<file path="src/rtl/lmpe_pkg.sv">
package lmpe_pkg;

   // Build defaults.
   localparam int FLAKES_DEF      = 32;
   localparam int PANEL_COUNT_DEF = 2;

   // Fixed geometry of the field and of the position format.
   localparam int FIELD_W     = 12;
   localparam int PANEL_ROWS  = 8;
   localparam int PANEL_BYTES = 12;
   localparam int FRAC_BITS   = 8;
   localparam int XW          = 12;
   localparam int VW          = 8;

   // Widest pixel row and frame byte address over all supported panel counts.
   localparam int ROW_W     = 6;
   localparam int FB_ADDR_W = 7;

   // Operation codes.
   localparam logic [2:0] OP_TICK  = 3'd0;
   localparam logic [2:0] OP_SPAWN = 3'd1;
   localparam logic [2:0] OP_CLEAR = 3'd2;
   localparam logic [2:0] OP_READ  = 3'd3;
   localparam logic [2:0] OP_SETPX = 3'd4;

   typedef struct packed {
      logic [2:0]        op;
      logic [3:0]        pos_x;
      logic [3:0]        pos_y;
      logic signed [7:0] vel_x;
      logic signed [7:0] vel_y;
      logic [4:0]        byte_index;
   } req_type;

   typedef struct packed {
      logic [7:0] read_data;
      logic       accepted;
   } rsp_type;

   typedef struct packed {
      logic [FB_ADDR_W-1:0] byte_addr;
      logic [2:0]           bitpos;
   } pix_loc_type;

   // Control of the frame buffer: one registered read and one write per cycle.
   typedef struct packed {
      logic [FB_ADDR_W-1:0] rd_addr;
      logic                 wr_en;
      logic [FB_ADDR_W-1:0] wr_addr;
      logic [7:0]           wr_data;
      logic                 clear;
   } fb_cmd_type;

   // Maps a pixel to its byte and bit in the panel wiring order.
   function automatic pix_loc_type pixel_loc(input logic [3:0] px,
                                             input logic [ROW_W-1:0] row);
      pix_loc_type loc;
      logic [2:0]  r;
      logic [2:0]  panel;
      logic [3:0]  lb;
      r     = row[2:0];
      panel = row[5:3];
      if (px < 4'd8) begin
         lb         = {1'b0, r ^ 3'd1};
         loc.bitpos = px[2:0];
      end else begin
         lb         = 4'd8 + {2'b00, r[2:1] ^ 2'd1};
         loc.bitpos = {r[0], px[1:0]};
      end
      loc.byte_addr = FB_ADDR_W'(lb) + {1'b0, panel, 3'b000} + {2'b00, panel, 2'b00};
      return loc;
   endfunction

endpackage

</file>
<file path="src/rtl/lmpe_frame_store.sv">
module lmpe_frame_store #(
   parameter int BYTES = lmpe_pkg::PANEL_COUNT_DEF * lmpe_pkg::PANEL_BYTES
) (
   input  logic                   clock,
   input  logic                   reset,
   input  lmpe_pkg::fb_cmd_type   cmd,
   output logic [7:0]             rd_data
);

   localparam int BA = $clog2(BYTES);

   logic [7:0]       mem [BYTES];
   logic [BYTES-1:0] valid_ff;
   logic [BYTES-1:0] valid_in;
   logic [7:0]       rd_data_ff;
   logic             rd_hit;
   logic             wr_hit;

   assign rd_hit = cmd.rd_addr < lmpe_pkg::FB_ADDR_W'(BYTES);
   assign wr_hit = cmd.wr_addr < lmpe_pkg::FB_ADDR_W'(BYTES);

   // A byte that was not written since reset or the last clear reads as zero.
   always_comb begin
      valid_in = valid_ff;
      if (cmd.clear) begin
         valid_in = '0;
      end else if (cmd.wr_en && wr_hit) begin
         valid_in[cmd.wr_addr[BA-1:0]] = 1'b1;
      end
   end

   always_ff @(posedge clock) begin
      if (reset) begin
         valid_ff <= '0;
      end else begin
         valid_ff <= valid_in;
      end
   end

   always_ff @(posedge clock) begin
      if (cmd.wr_en && wr_hit) begin
         mem[cmd.wr_addr[BA-1:0]] <= cmd.wr_data;
      end
      if (rd_hit && valid_ff[cmd.rd_addr[BA-1:0]]) begin
         rd_data_ff <= mem[cmd.rd_addr[BA-1:0]];
      end else begin
         rd_data_ff <= 8'd0;
      end
   end

   assign rd_data = rd_data_ff;

endmodule

</file>
<file path="src/rtl/led_matrix_particle_engine.sv">
// Channel   Direction  Handshake             Payload
// req_      in         req_valid/req_ready   lmpe_pkg::req_type (op, position, velocity, byte)
// rsp_      out        rsp_valid/rsp_ready   lmpe_pkg::rsp_type (read_data, accepted)
//
// One transaction is worked at a time; req_ready is high only while the sequencer is idle.
// Tick: a scan over all particle slots (dead particles are only passed over, live ones
// take a read-modify-write of the frame buffer and the shared adder). Spawn is a linear
// scan for a free slot. Synchronous reset kills all particles and empties the frame at once.
// A stalled rsp_ holds the finished result and keeps the sequencer from going idle.
module led_matrix_particle_engine #(
   parameter int FLAKES      = lmpe_pkg::FLAKES_DEF,
   parameter int PANEL_COUNT = lmpe_pkg::PANEL_COUNT_DEF
) (
   input  logic              clock,
   input  logic              reset,
   input  logic              req_valid,
   output logic              req_ready,
   input  lmpe_pkg::req_type req_data,
   output logic              rsp_valid,
   input  logic              rsp_ready,
   output lmpe_pkg::rsp_type rsp_data
);

   localparam int IW          = (FLAKES > 1) ? $clog2(FLAKES) : 1;
   localparam int FRAC        = lmpe_pkg::FRAC_BITS;
   localparam int FRAME_BYTES = PANEL_COUNT * lmpe_pkg::PANEL_BYTES;
   localparam int FIELD_H     = PANEL_COUNT * lmpe_pkg::PANEL_ROWS;
   localparam int XW          = lmpe_pkg::XW;
   localparam int VW          = lmpe_pkg::VW;
   localparam int YW          = $clog2(FIELD_H << FRAC);
   localparam int AW          = ((YW > XW) ? YW : XW) + 1;
   localparam int FW          = XW + YW + 2 * VW;
   localparam int X_LIM       = lmpe_pkg::FIELD_W << FRAC;
   localparam int Y_LIM       = FIELD_H << FRAC;
   localparam int RW          = lmpe_pkg::ROW_W;
   localparam int FAW         = lmpe_pkg::FB_ADDR_W;

   typedef enum logic [12:0] {
      S_IDLE    = 13'b0000000000001,
      S_TK_SCAN = 13'b0000000000010,
      S_TK_LOAD = 13'b0000000000100,
      S_TK_CLR  = 13'b0000000001000,
      S_TK_MVY  = 13'b0000000010000,
      S_TK_WB   = 13'b0000000100000,
      S_TK_SET  = 13'b0000001000000,
      S_SP_SCAN = 13'b0000010000000,
      S_SPX_RD  = 13'b0000100000000,
      S_SPX_WR  = 13'b0001000000000,
      S_RD_ISS  = 13'b0010000000000,
      S_RD_DATA = 13'b0100000000000,
      S_DONE    = 13'b1000000000000
   } state_type;

   state_type            state_ff, state_in;
   lmpe_pkg::req_type    req_ff, req_in;
   logic [IW-1:0]        idx_ff, idx_in;
   logic [FLAKES-1:0]    alive_ff, alive_in;
   logic [XW-1:0]        wx_ff, wx_in;
   logic [YW-1:0]        wy_ff, wy_in;
   logic [FAW-1:0]       pa_ff, pa_in;
   logic [2:0]           pb_ff, pb_in;
   logic [7:0]           res_rd_ff, res_rd_in;
   logic                 res_acc_ff, res_acc_in;
   logic                 rsp_valid_ff, rsp_valid_in;
   lmpe_pkg::rsp_type    rsp_ff, rsp_in;

   logic [FW-1:0]        flake_mem [FLAKES];
   logic [FW-1:0]        flake_rd_ff;
   logic                 flake_we;
   logic [FW-1:0]        flake_wdata;
   logic [XW-1:0]        f_x;
   logic [YW-1:0]        f_y;
   logic [VW-1:0]        f_dx;
   logic [VW-1:0]        f_dy;

   lmpe_pkg::fb_cmd_type fcmd;
   logic [7:0]           frame_rd;

   logic [3:0]           pm_px;
   logic [RW-1:0]        pm_row;
   lmpe_pkg::pix_loc_type pm_loc;

   logic [AW-1:0]        add_a, add_b, add_sum, add_lim;
   logic                 add_out;
   logic                 last_idx;

   assign f_x  = flake_rd_ff[FW-1 -: XW];
   assign f_y  = flake_rd_ff[2*VW+YW-1 -: YW];
   assign f_dx = flake_rd_ff[2*VW-1 -: VW];
   assign f_dy = flake_rd_ff[VW-1:0];

   assign last_idx  = idx_ff == IW'(FLAKES - 1);
   assign req_ready = state_ff == S_IDLE;
   assign rsp_valid = rsp_valid_ff;
   assign rsp_data  = rsp_ff;

   // Pixel mapper, shared by the old and new particle positions and by set pixel.
   always_comb begin
      case (state_ff)
         S_TK_LOAD: begin
            pm_px  = f_x[XW-1 -: 4];
            pm_row = RW'(f_y[YW-1:FRAC]);
         end
         S_TK_WB: begin
            pm_px  = wx_ff[XW-1 -: 4];
            pm_row = RW'(wy_ff[YW-1:FRAC]);
         end
         default: begin
            pm_px  = req_ff.pos_x;
            pm_row = RW'(req_ff.pos_y);
         end
      endcase
   end

   assign pm_loc = lmpe_pkg::pixel_loc(pm_px, pm_row);

   // Shared adder: x step in the clear state, y step in the next one.
   always_comb begin
      if (state_ff == S_TK_MVY) begin
         add_a   = AW'(f_y);
         add_b   = {{(AW-VW){f_dy[VW-1]}}, f_dy};
         add_lim = AW'(Y_LIM);
      end else begin
         add_a   = AW'(f_x);
         add_b   = {{(AW-VW){f_dx[VW-1]}}, f_dx};
         add_lim = AW'(X_LIM);
      end
   end

   assign add_sum = add_a + add_b;
   assign add_out = add_sum[AW-1] || (add_sum >= add_lim);

   always_comb begin
      state_in     = state_ff;
      req_in       = req_ff;
      idx_in       = idx_ff;
      alive_in     = alive_ff;
      wx_in        = wx_ff;
      wy_in        = wy_ff;
      pa_in        = pa_ff;
      pb_in        = pb_ff;
      res_rd_in    = res_rd_ff;
      res_acc_in   = res_acc_ff;
      rsp_valid_in = rsp_valid_ff && !rsp_ready;
      rsp_in       = rsp_ff;
      flake_we     = 1'b0;
      flake_wdata  = {wx_ff, wy_ff, f_dx, f_dy};
      fcmd.rd_addr = pm_loc.byte_addr;
      fcmd.wr_en   = 1'b0;
      fcmd.wr_addr = pa_ff;
      fcmd.wr_data = frame_rd | (8'd1 << pb_ff);
      fcmd.clear   = 1'b0;

      case (state_ff)
         S_IDLE: begin
            if (req_valid) begin
               req_in     = req_data;
               idx_in     = '0;
               res_rd_in  = 8'd0;
               res_acc_in = 1'b0;
               case (req_data.op)
                  lmpe_pkg::OP_TICK: begin
                     state_in = S_TK_SCAN;
                  end
                  lmpe_pkg::OP_SPAWN: begin
                     state_in = (req_data.pos_x < 4'(lmpe_pkg::FIELD_W)) ? S_SP_SCAN : S_DONE;
                  end
                  lmpe_pkg::OP_CLEAR: begin
                     alive_in   = '0;
                     fcmd.clear = 1'b1;
                     state_in   = S_DONE;
                  end
                  lmpe_pkg::OP_READ: begin
                     state_in = (FAW'(req_data.byte_index) < FAW'(FRAME_BYTES)) ?
                                S_RD_ISS : S_DONE;
                  end
                  lmpe_pkg::OP_SETPX: begin
                     state_in = ((req_data.pos_x < 4'(lmpe_pkg::FIELD_W)) &&
                                 (FAW'(req_data.pos_y) < FAW'(FIELD_H))) ? S_SPX_RD : S_DONE;
                  end
                  default: begin
                     state_in = S_DONE;
                  end
               endcase
            end
         end
         S_TK_SCAN: begin
            if (alive_ff[idx_ff]) begin
               state_in = S_TK_LOAD;
            end else if (last_idx) begin
               state_in = S_DONE;
            end else begin
               idx_in = idx_ff + 1'b1;
            end
         end
         S_TK_LOAD: begin
            pa_in    = pm_loc.byte_addr;
            pb_in    = pm_loc.bitpos;
            state_in = S_TK_CLR;
         end
         S_TK_CLR: begin
            fcmd.wr_en   = 1'b1;
            fcmd.wr_data = frame_rd & ~(8'd1 << pb_ff);
            if (add_out) begin
               alive_in[idx_ff] = 1'b0;
               if (last_idx) begin
                  state_in = S_DONE;
               end else begin
                  idx_in   = idx_ff + 1'b1;
                  state_in = S_TK_SCAN;
               end
            end else begin
               wx_in    = add_sum[XW-1:0];
               state_in = S_TK_MVY;
            end
         end
         S_TK_MVY: begin
            if (add_out) begin
               alive_in[idx_ff] = 1'b0;
               if (last_idx) begin
                  state_in = S_DONE;
               end else begin
                  idx_in   = idx_ff + 1'b1;
                  state_in = S_TK_SCAN;
               end
            end else begin
               wy_in    = add_sum[YW-1:0];
               state_in = S_TK_WB;
            end
         end
         S_TK_WB: begin
            flake_we = 1'b1;
            pa_in    = pm_loc.byte_addr;
            pb_in    = pm_loc.bitpos;
            state_in = S_TK_SET;
         end
         S_TK_SET: begin
            fcmd.wr_en = 1'b1;
            if (last_idx) begin
               state_in = S_DONE;
            end else begin
               idx_in   = idx_ff + 1'b1;
               state_in = S_TK_SCAN;
            end
         end
         S_SP_SCAN: begin
            if (!alive_ff[idx_ff]) begin
               flake_we         = 1'b1;
               flake_wdata      = {req_ff.pos_x, {FRAC{1'b0}}, {YW{1'b0}},
                                   req_ff.vel_x, req_ff.vel_y};
               alive_in[idx_ff] = 1'b1;
               res_acc_in       = 1'b1;
               state_in         = S_DONE;
            end else if (last_idx) begin
               state_in = S_DONE;
            end else begin
               idx_in = idx_ff + 1'b1;
            end
         end
         S_SPX_RD: begin
            pa_in    = pm_loc.byte_addr;
            pb_in    = pm_loc.bitpos;
            state_in = S_SPX_WR;
         end
         S_SPX_WR: begin
            fcmd.wr_en = 1'b1;
            res_acc_in = 1'b1;
            state_in   = S_DONE;
         end
         S_RD_ISS: begin
            fcmd.rd_addr = FAW'(req_ff.byte_index);
            state_in     = S_RD_DATA;
         end
         S_RD_DATA: begin
            res_rd_in = frame_rd;
            state_in  = S_DONE;
         end
         S_DONE: begin
            if (!rsp_valid_ff || rsp_ready) begin
               rsp_in.read_data = res_rd_ff;
               rsp_in.accepted  = res_acc_ff;
               rsp_valid_in     = 1'b1;
               state_in         = S_IDLE;
            end
         end
         default: begin
            state_in = S_IDLE;
         end
      endcase
   end

   always_ff @(posedge clock) begin
      if (reset) begin
         state_ff     <= S_IDLE;
         alive_ff     <= '0;
         rsp_valid_ff <= 1'b0;
      end else begin
         state_ff     <= state_in;
         alive_ff     <= alive_in;
         rsp_valid_ff <= rsp_valid_in;
      end
   end

   always_ff @(posedge clock) begin
      req_ff     <= req_in;
      idx_ff     <= idx_in;
      wx_ff      <= wx_in;
      wy_ff      <= wy_in;
      pa_ff      <= pa_in;
      pb_ff      <= pb_in;
      res_rd_ff  <= res_rd_in;
      res_acc_ff <= res_acc_in;
      rsp_ff     <= rsp_in;
   end

   // Particle table: one port, read and written at the current particle.
   always_ff @(posedge clock) begin
      if (flake_we) begin
         flake_mem[idx_ff] <= flake_wdata;
      end
      flake_rd_ff <= flake_mem[idx_ff];
   end

   lmpe_frame_store #(
      .BYTES (FRAME_BYTES)
   ) u_frame (
      .clock   (clock),
      .reset   (reset),
      .cmd     (fcmd),
      .rd_data (frame_rd)
   );

`ifndef NO_ASSERTIONS
   a_clear_kills_all: assert property (@(posedge clock) disable iff (reset)
      (state_ff == S_IDLE && req_valid && req_data.op == lmpe_pkg::OP_CLEAR)
      |=> alive_ff == '0)
      else $error("clear all left a particle alive");

   a_no_idle_write: assert property (@(posedge clock) disable iff (reset)
      (state_ff == S_IDLE) |-> !fcmd.wr_en)
      else $error("frame buffer written while idle");

   a_rsp_from_done: assert property (@(posedge clock) disable iff (reset)
      $rose(rsp_valid_ff) |-> $past(state_ff) == S_DONE)
      else $error("response raised outside the completion state");

   a_rsp_exclusive: assert property (@(posedge clock) disable iff (reset)
      rsp_valid_ff |-> !(rsp_ff.accepted && rsp_ff.read_data != 8'd0))
      else $error("response carries both read data and an accept flag");
`endif

endmodule

</file>
<file path="config.mk">
export PLATFORM = sky130hd
export DESIGN_NAME = led_matrix_particle_engine
export DESIGN_NICKNAME = d
export VERILOG_FILES = /design/src/rtl/lmpe_pkg.sv /design/src/rtl/lmpe_frame_store.sv /design/src/rtl/led_matrix_particle_engine.sv
export SDC_FILE = /design/constraint.sdc
export NUM_CORES = 2
export LEC_CHECK = 0
export BUFFER_PORTS_ARGS = -buffer_cell sky130_fd_sc_hd__buf_2
export CORE_MARGIN = 2
export CORE_UTILIZATION = 29
export CTS_CLUSTER_SIZE = 28
export DETAILED_ROUTE_END_ITERATION = 8
export PLACE_DENSITY_LB_ADDON = 0.25
export SLEW_MARGIN = 20
export SYNTH_ARGS = -nofsm -noshare
export SYNTH_HDL_FRONTEND = slang
export SYNTH_SLANG_ARGS = --single-unit
</file>
<file path="constraint.sdc">
create_clock -name clock -period 12.8 [get_ports clock]
set_input_delay 2.56 -clock clock [delete_from_list [all_inputs] [get_ports clock]]
set_output_delay 2.56 -clock clock [all_outputs]
set_load 0.005 [all_outputs]
</file>
* Yosys cells after proc, flatten, opt, wreduce, memory -nomap -nowiden
Memories as Yosys holds them, arrays and structs flattened. A register that Yosys moved wholly into a read port is not among the register bits.
Cells that the tools add are included.
** Word-level totals
- Register bits after elaboration :: 156
- Memory bits (writable) :: 1472
- Logic and storage cells :: 161
- Memories kept :: 2
** Cells by class
- Add/subtract/negate cells :: 5
- Magnitude comparators :: 11
- Equality and inequality tests :: 25
- Shift operators :: 1
- Mux-type cells :: 60
- Bitwise operators :: 10
- Reduce and logical (&&, ||, !) cells :: 29
** Memories
- flake_mem :: depth 32, bits a word 40, read ports 1, clocked after memory_dff 1, wr ports 1, line led_matrix_particle_engine.sv:67 : logic [FW-1:0] flake_mem [FLAKES];
- u_frame.mem :: depth 24, bits a word 8, read ports 1, clocked after memory_dff 1, wr ports 1, line lmpe_frame_store.sv:12 : logic [7:0] mem [BYTES];
** Operator list (count)
- $mux 13 :: 13
- $pmux 13 s12 :: 1
- $mux 32 :: 4
- $pmux 32 s3 :: 1
- $mux 40 :: 2
- $pmux 13 s4 :: 1
- $and 32x32->32 :: 1
- $not 32->32 :: 1
- $or 32x32->32 :: 1
- $mux 5 :: 5
- $pmux 5 s5 :: 1
- $or 24x24->24 :: 1
- $lt 5x6->1 const B :: 3
- $mux 1 :: 17
- $mux 8 :: 2
- $pmux 4 s2 :: 2
- $pmux 8 s2 :: 1
- $lt 7x5->1 const B :: 2
- $add 13x13->13 :: 1
- $eq 13x1->1 const B :: 1
- $eq 13x10->1 const B :: 1
- $eq 13x11->1 const B :: 1
- $eq 13x12->1 const B :: 1
- $eq 13x13->1 const B :: 1
- other kinds (47) :: 76

* Logic depth before layout (Yosys ltp)
- Word-level depth :: 12
- Depth in mapped cells :: 27

* Modules after synthesis
Synthesis repeated with hierarchy kept, for this count alone.
** Second synthesis, totals
- Cells, all modules :: 3214
- Area, all modules :: 64331.7 sq um
** Modules (own cells, without submodules)
- led_matrix_particle_engine :: times used 1, cells an instance 2740, area an instance 55692.2 sq um
- lmpe_frame_store :: times used 1, cells an instance 474, area an instance 8639.5 sq um

* Worst setup path after synthesis
Ideal clock, no wire load.
- Kind :: register to register
- From :: register state_ff[8]
- To :: memory flake_mem[7][0] (netlist name), enable pin
- Setup time :: 0.487 ns
- Arrival :: 5.633 ns
- Path slack :: 6.680 ns
- Stages on the path, launching flop included :: 11
- Buffers on the path :: 3
- Path through :: dfxtp_1 or4_1 buf_2 nor2_1 nand2_1 or4b_2 clkbuf_1 nor2_1 clkbuf_1 nor2_1 nor3_1
** Between the ends
- Longest elaborated chain between the ends :: 4
** RTL lines
- start: declaration :: line led_matrix_particle_engine.sv:54 : state_type state_ff, state_in;
- start signal: assignment :: line led_matrix_particle_engine.sv:298 : state_ff <= state_in;
- $eq 13x8->1 or $eq 13x6->1 (tied branches) :: line led_matrix_particle_engine.sv:154 : case (state_ff)
- $pmux 1 s2 * :: line led_matrix_particle_engine.sv:154
- $mux 1 * :: line led_matrix_particle_engine.sv:318 : if (flake_we) begin
- $mux 1 (not written as such) * :: line led_matrix_particle_engine.sv:319 : flake_mem[idx_ff] <= flake_wdata;
- end: declaration :: line led_matrix_particle_engine.sv:67
Every way passes the cells marked *; elsewhere a longest branch is shown, timed or not.

* Worst setup path in the final report
- From :: register state_ff[8]
- To :: register alive_ff[16]
** Between the ends
- Longest elaborated chain between the ends :: 7
** RTL lines
- $eq 13x5->1 * :: line led_matrix_particle_engine.sv:119 : if (state_ff == S_TK_MVY) begin
- $mux 12 or $mux 13 (tied branches) :: line led_matrix_particle_engine.sv:119
- $add 13x13->13 * :: line led_matrix_particle_engine.sv:130 : assign add_sum = add_a + add_b;
- via add_sum[11] :: line led_matrix_particle_engine.sv:83 : logic [AW-1:0] add_a, add_b, add_sum, add_lim;
- $ge 13x13->1 * :: line led_matrix_particle_engine.sv:131 : assign add_out = add_sum[AW-1] || (add_sum >= add_lim);
- $logic_or 1x1->1 * :: line led_matrix_particle_engine.sv:131
- $ne 2x1->1 (no line) *
- $reduce_and 5->1 (no line) *
- end signal: assignment :: line led_matrix_particle_engine.sv:299 : alive_ff <= alive_in;
- end: declaration :: line led_matrix_particle_engine.sv:57 : logic [FLAKES-1:0] alive_ff, alive_in;
Mark *: on every way through the listed nets, which the timed path passes. The rest lies on a longest branch.
A chain may end at the register's enable or synchronous reset.

==> results.sh <==
export IMPL_drv_slew=0
export IMPL_place_hpwl_mm=94.2
export IMPL_cts_buffer_depth=3
export IMPL_rsz0062_at_grt="false"
export IMPL_p_leak_nw=22.8
export IMPL_gp_congestion=0.795
export IMPL_cp_required_ps=13420
export IMPL_grtUsageMet3_pct=3.72
export IMPL_fin_crit_sh_pct=58.7
export IMPL_insertion_delay_ps=820
export IMPL_finalHoldViolations=0
export IMPL_die_w_um=476
export IMPL_die_h_um=476
export IMPL_cts_tree="done"
export IMPL_worstMarginPinSlew_ps=1190
export IMPL_synth_nets=3375
export IMPL_met2_usage_pct=24.5
export IMPL_nFillCells=20900
export IMPL_path_clk_slew_ps=60
export IMPL_final_layout_size_suffix_gt1_share_pct=23.5
export IMPL_path_class="flop to flop"
export IMPL_synth_top_cells_by_area="edfxtp_1, mux4_2, dfxtp_1, a22oi_1, nand2_1"
export IMPL_totalPowerFinal_mw=14.3
export IMPL_yosys_warnings=0
export IMPL_synth_edf_count=1556
export IMPL_drtIter0Drc=3446
export IMPL_cts_max_level=4
export IMPL_drt_wl_total_mm=180
export IMPL_setup_viol=0
export IMPL_fmax_mhz=133
export IMPL_postSynthCellCount=3317
export IMPL_yosysMostFrequentCell="edfxtp_1"
export IMPL_outcome="finished, final reports clean"
export IMPL_cts_buffers=173
export IMPL_drtPass1Iterations=5
export IMPL_synth_seq_cells=1674
export IMPL_cts_setup_buffers=0
export IMPL_cts_hold_buffers=0
export IMPL_initial_core_util_pct=29.1
export IMPL_dieArea_um2=227000
export IMPL_numClockSinks=1674
export IMPL_synth_top_area_share_pct=72.3
export IMPL_synth_avg_cell_area_um2=19.5
export IMPL_num_rows=173
export IMPL_critPathCaptureType="flop"
export IMPL_fin_setup_tns_ps=0
export IMPL_nets=3488
export IMPL_clock_skew_ps=42.2
export IMPL_core_um2=222000
export IMPL_via_per_inst=5.06
export IMPL_busiest_layer="met2"
export IMPL_overflow=0
export IMPL_ios=47
export IMPL_grt_use_total_pct=15.7
export IMPL_synth_async_reset_ratio_pct=0
export IMPL_grt_pass1_vias=33100
export IMPL_num_vias=33200
export IMPL_multi_input_area_um2=15100
export IMPL_worst_ep_arrival_time_ps=8120
export IMPL_cap_violations=0
export IMPL_hp_class="flop to flop"
export IMPL_post_drt_wl_per_cell_um=27.4
export IMPL_grt_pass1_wl_mm=253
export IMPL_timing_final_crit_period_ps=7510
export IMPL_port_buffer_count=46
export IMPL_synth_cell_types=82
export IMPL_grt_antenna_before_repair=10
export IMPL_slew_headroom_pct=20.5
export IMPL_ir_drop_uv=129
export IMPL_yosys_most_used_dff="edfxtp_1"
export IMPL_syn_area_um2=64600
export IMPL_power_per_cell_area_nw_per_um2=192
export IMPL_use_met1_pct=22.0
export IMPL_ant_nets=0
export IMPL_cts_repair_resized=0
export IMPL_synthTopCellsByCount="edfxtp_1, mux4_2, nand2_1"
export IMPL_synth_yosys_seq_area_share_pct=76.0
export IMPL_syn_to_final_growth_pct=15.7
export IMPL_drc_errors=0
export IMPL_cp_max_fo=33
export IMPL_yosysTopAreaCell="edfxtp_1"
export IMPL_startpoint_type="flop"
export IMPL_cts_root_buffer="clkbuf_16"
export IMPL_final_seq_area_um2=49100
export IMPL_grt_max_degree=139
critical path, stage by stage (launching register included):
cell       delay [ps]
dfxtp_1           350
or4_1             730
nor2_1            260
nand4_1           120
buf_4             250
inv_1             600
nand2_1           110
nand2_1           140
ha_1              250
a21o_1            180
a21oi_1           210
o21bai_1          120
o41a_1            350
a221o_1           350
a21o_1            190
a21oi_1           180
xnor2_1           120
ha_1              290
inv_1              60
nor4_1            250
nor4b_1           330
nand4bb_1         250
a31oi_2           220
buf_4             360
and2_1            670
buf_6             260
a211oi_1           80
layout make-up:
cell class,instances,area share (%)
sequential,1674,65.7
timing repair buffer,136,1.27
multi-input combinational,1433,20.2
inverter,12,0.0636
tap,2975,4.98
clock inverter,92,1.35
antenna,2,0.00670
clock buffer,232,6.38
state kept, by name, summed over array words and instances (netlist names), 9 cells and up:
name,cells
alive_ff,32
flake_mem,1280
flake_rd_ff,40
req_ff,29
u_frame.mem,192
wx_ff,12
state_ff,13
rsp_data,9
wy_ff,12
u_frame.valid_ff,24
per-layer routing:
layer	share of wire (%)	up-vias
met4	2.0	6
met3	7.2	237
li1	-	14000
met5	0.072	-
met1	44	17900
met2	46	1086
metrics by stage:
step / setup slack [ps] / hold WS, ps / utilization, % / std cells / area [um^2]
3_3_place_gp: 5480 / 404 / 31.0 / 6228 / 68800
6_report: 5290 / 420 / 33.7 / 6556 / 74700
2_1_floorplan: 6680 / 400 / - / 3317 / 64600
4_1_cts: 5230 / 422 / 33.6 / 6552 / 74600
3_5_place_dp: 5320 / 410 / 31.0 / 6228 / 68900
5_1_grt: 4820 / 430 / 33.7 / 6555 / 74700
logic make-up (layout without fill, tap and decap cells):
family          after synthesis  in the layout  synth area share (%)
flops                      1674           1674                  76.0
simple gates                555            555                  4.37
compound gates              451            451                  5.17
mux                         391            391                  12.5
buf+inv                     210            472                  1.32
fa+ha+maj                    22             22                 0.449
xor+xnor                     14             14                 0.190
other cells                   0              2                     0
worst paths after layout:
path                            cells past startpoint    startpoint            to  slack, ps
worst min register to register                      0  res_rd_ff[6]   rsp_data[7]        420
worst max register to register                     26   state_ff[8]  alive_ff[16]       5290
worst max-delay path                               26   state_ff[8]  alive_ff[16]       5290
worst min-delay path                                0  res_rd_ff[6]   rsp_data[7]        420
power breakdown:
group	total (mW)	switching, mW	internal (mW)
Combinational	2.65	1.68	0.971
Sequential	6.58	0.160	6.42
Clock	5.10	2.19	2.92
placed cells by master, fill, tap and decap left out, types with 15 or more instances in the layout:
| master | Yosys | final |
|---|---|---|
| dfxtp_1 | 118 | 118 |
| ha_1 | 20 | 20 |
| o21a_1 | 25 | 25 |
| edfxtp_1 | 1556 | 1556 |
| clkbuf_16 | 0 | 176 |
| nand4_1 | 43 | 43 |
| a22oi_1 | 177 | 177 |
| nand2_1 | 210 | 210 |
| a21oi_1 | 29 | 29 |
| clkbuf_8 | 0 | 15 |
| mux2_2 | 29 | 29 |
| nor2_1 | 104 | 69 |
| a31oi_1 | 37 | 33 |
| buf_2 | 19 | 46 |
| clkinv_1 | 0 | 34 |
| nand3_1 | 16 | 16 |
| nor3b_1 | 55 | 55 |
| o21ai_0 | 22 | 22 |
| mux2i_1 | 31 | 30 |
| clkbuf_1 | 125 | 41 |
| a211oi_1 | 78 | 78 |
| buf_4 | 3 | 85 |
| a311oi_1 | 17 | 17 |
| nor3_1 | 19 | 15 |
| nor2_4 | 1 | 34 |
| clkinv_2 | 0 | 21 |
| mux4_2 | 330 | 330 |
Power figures use the tool's default switching activity.
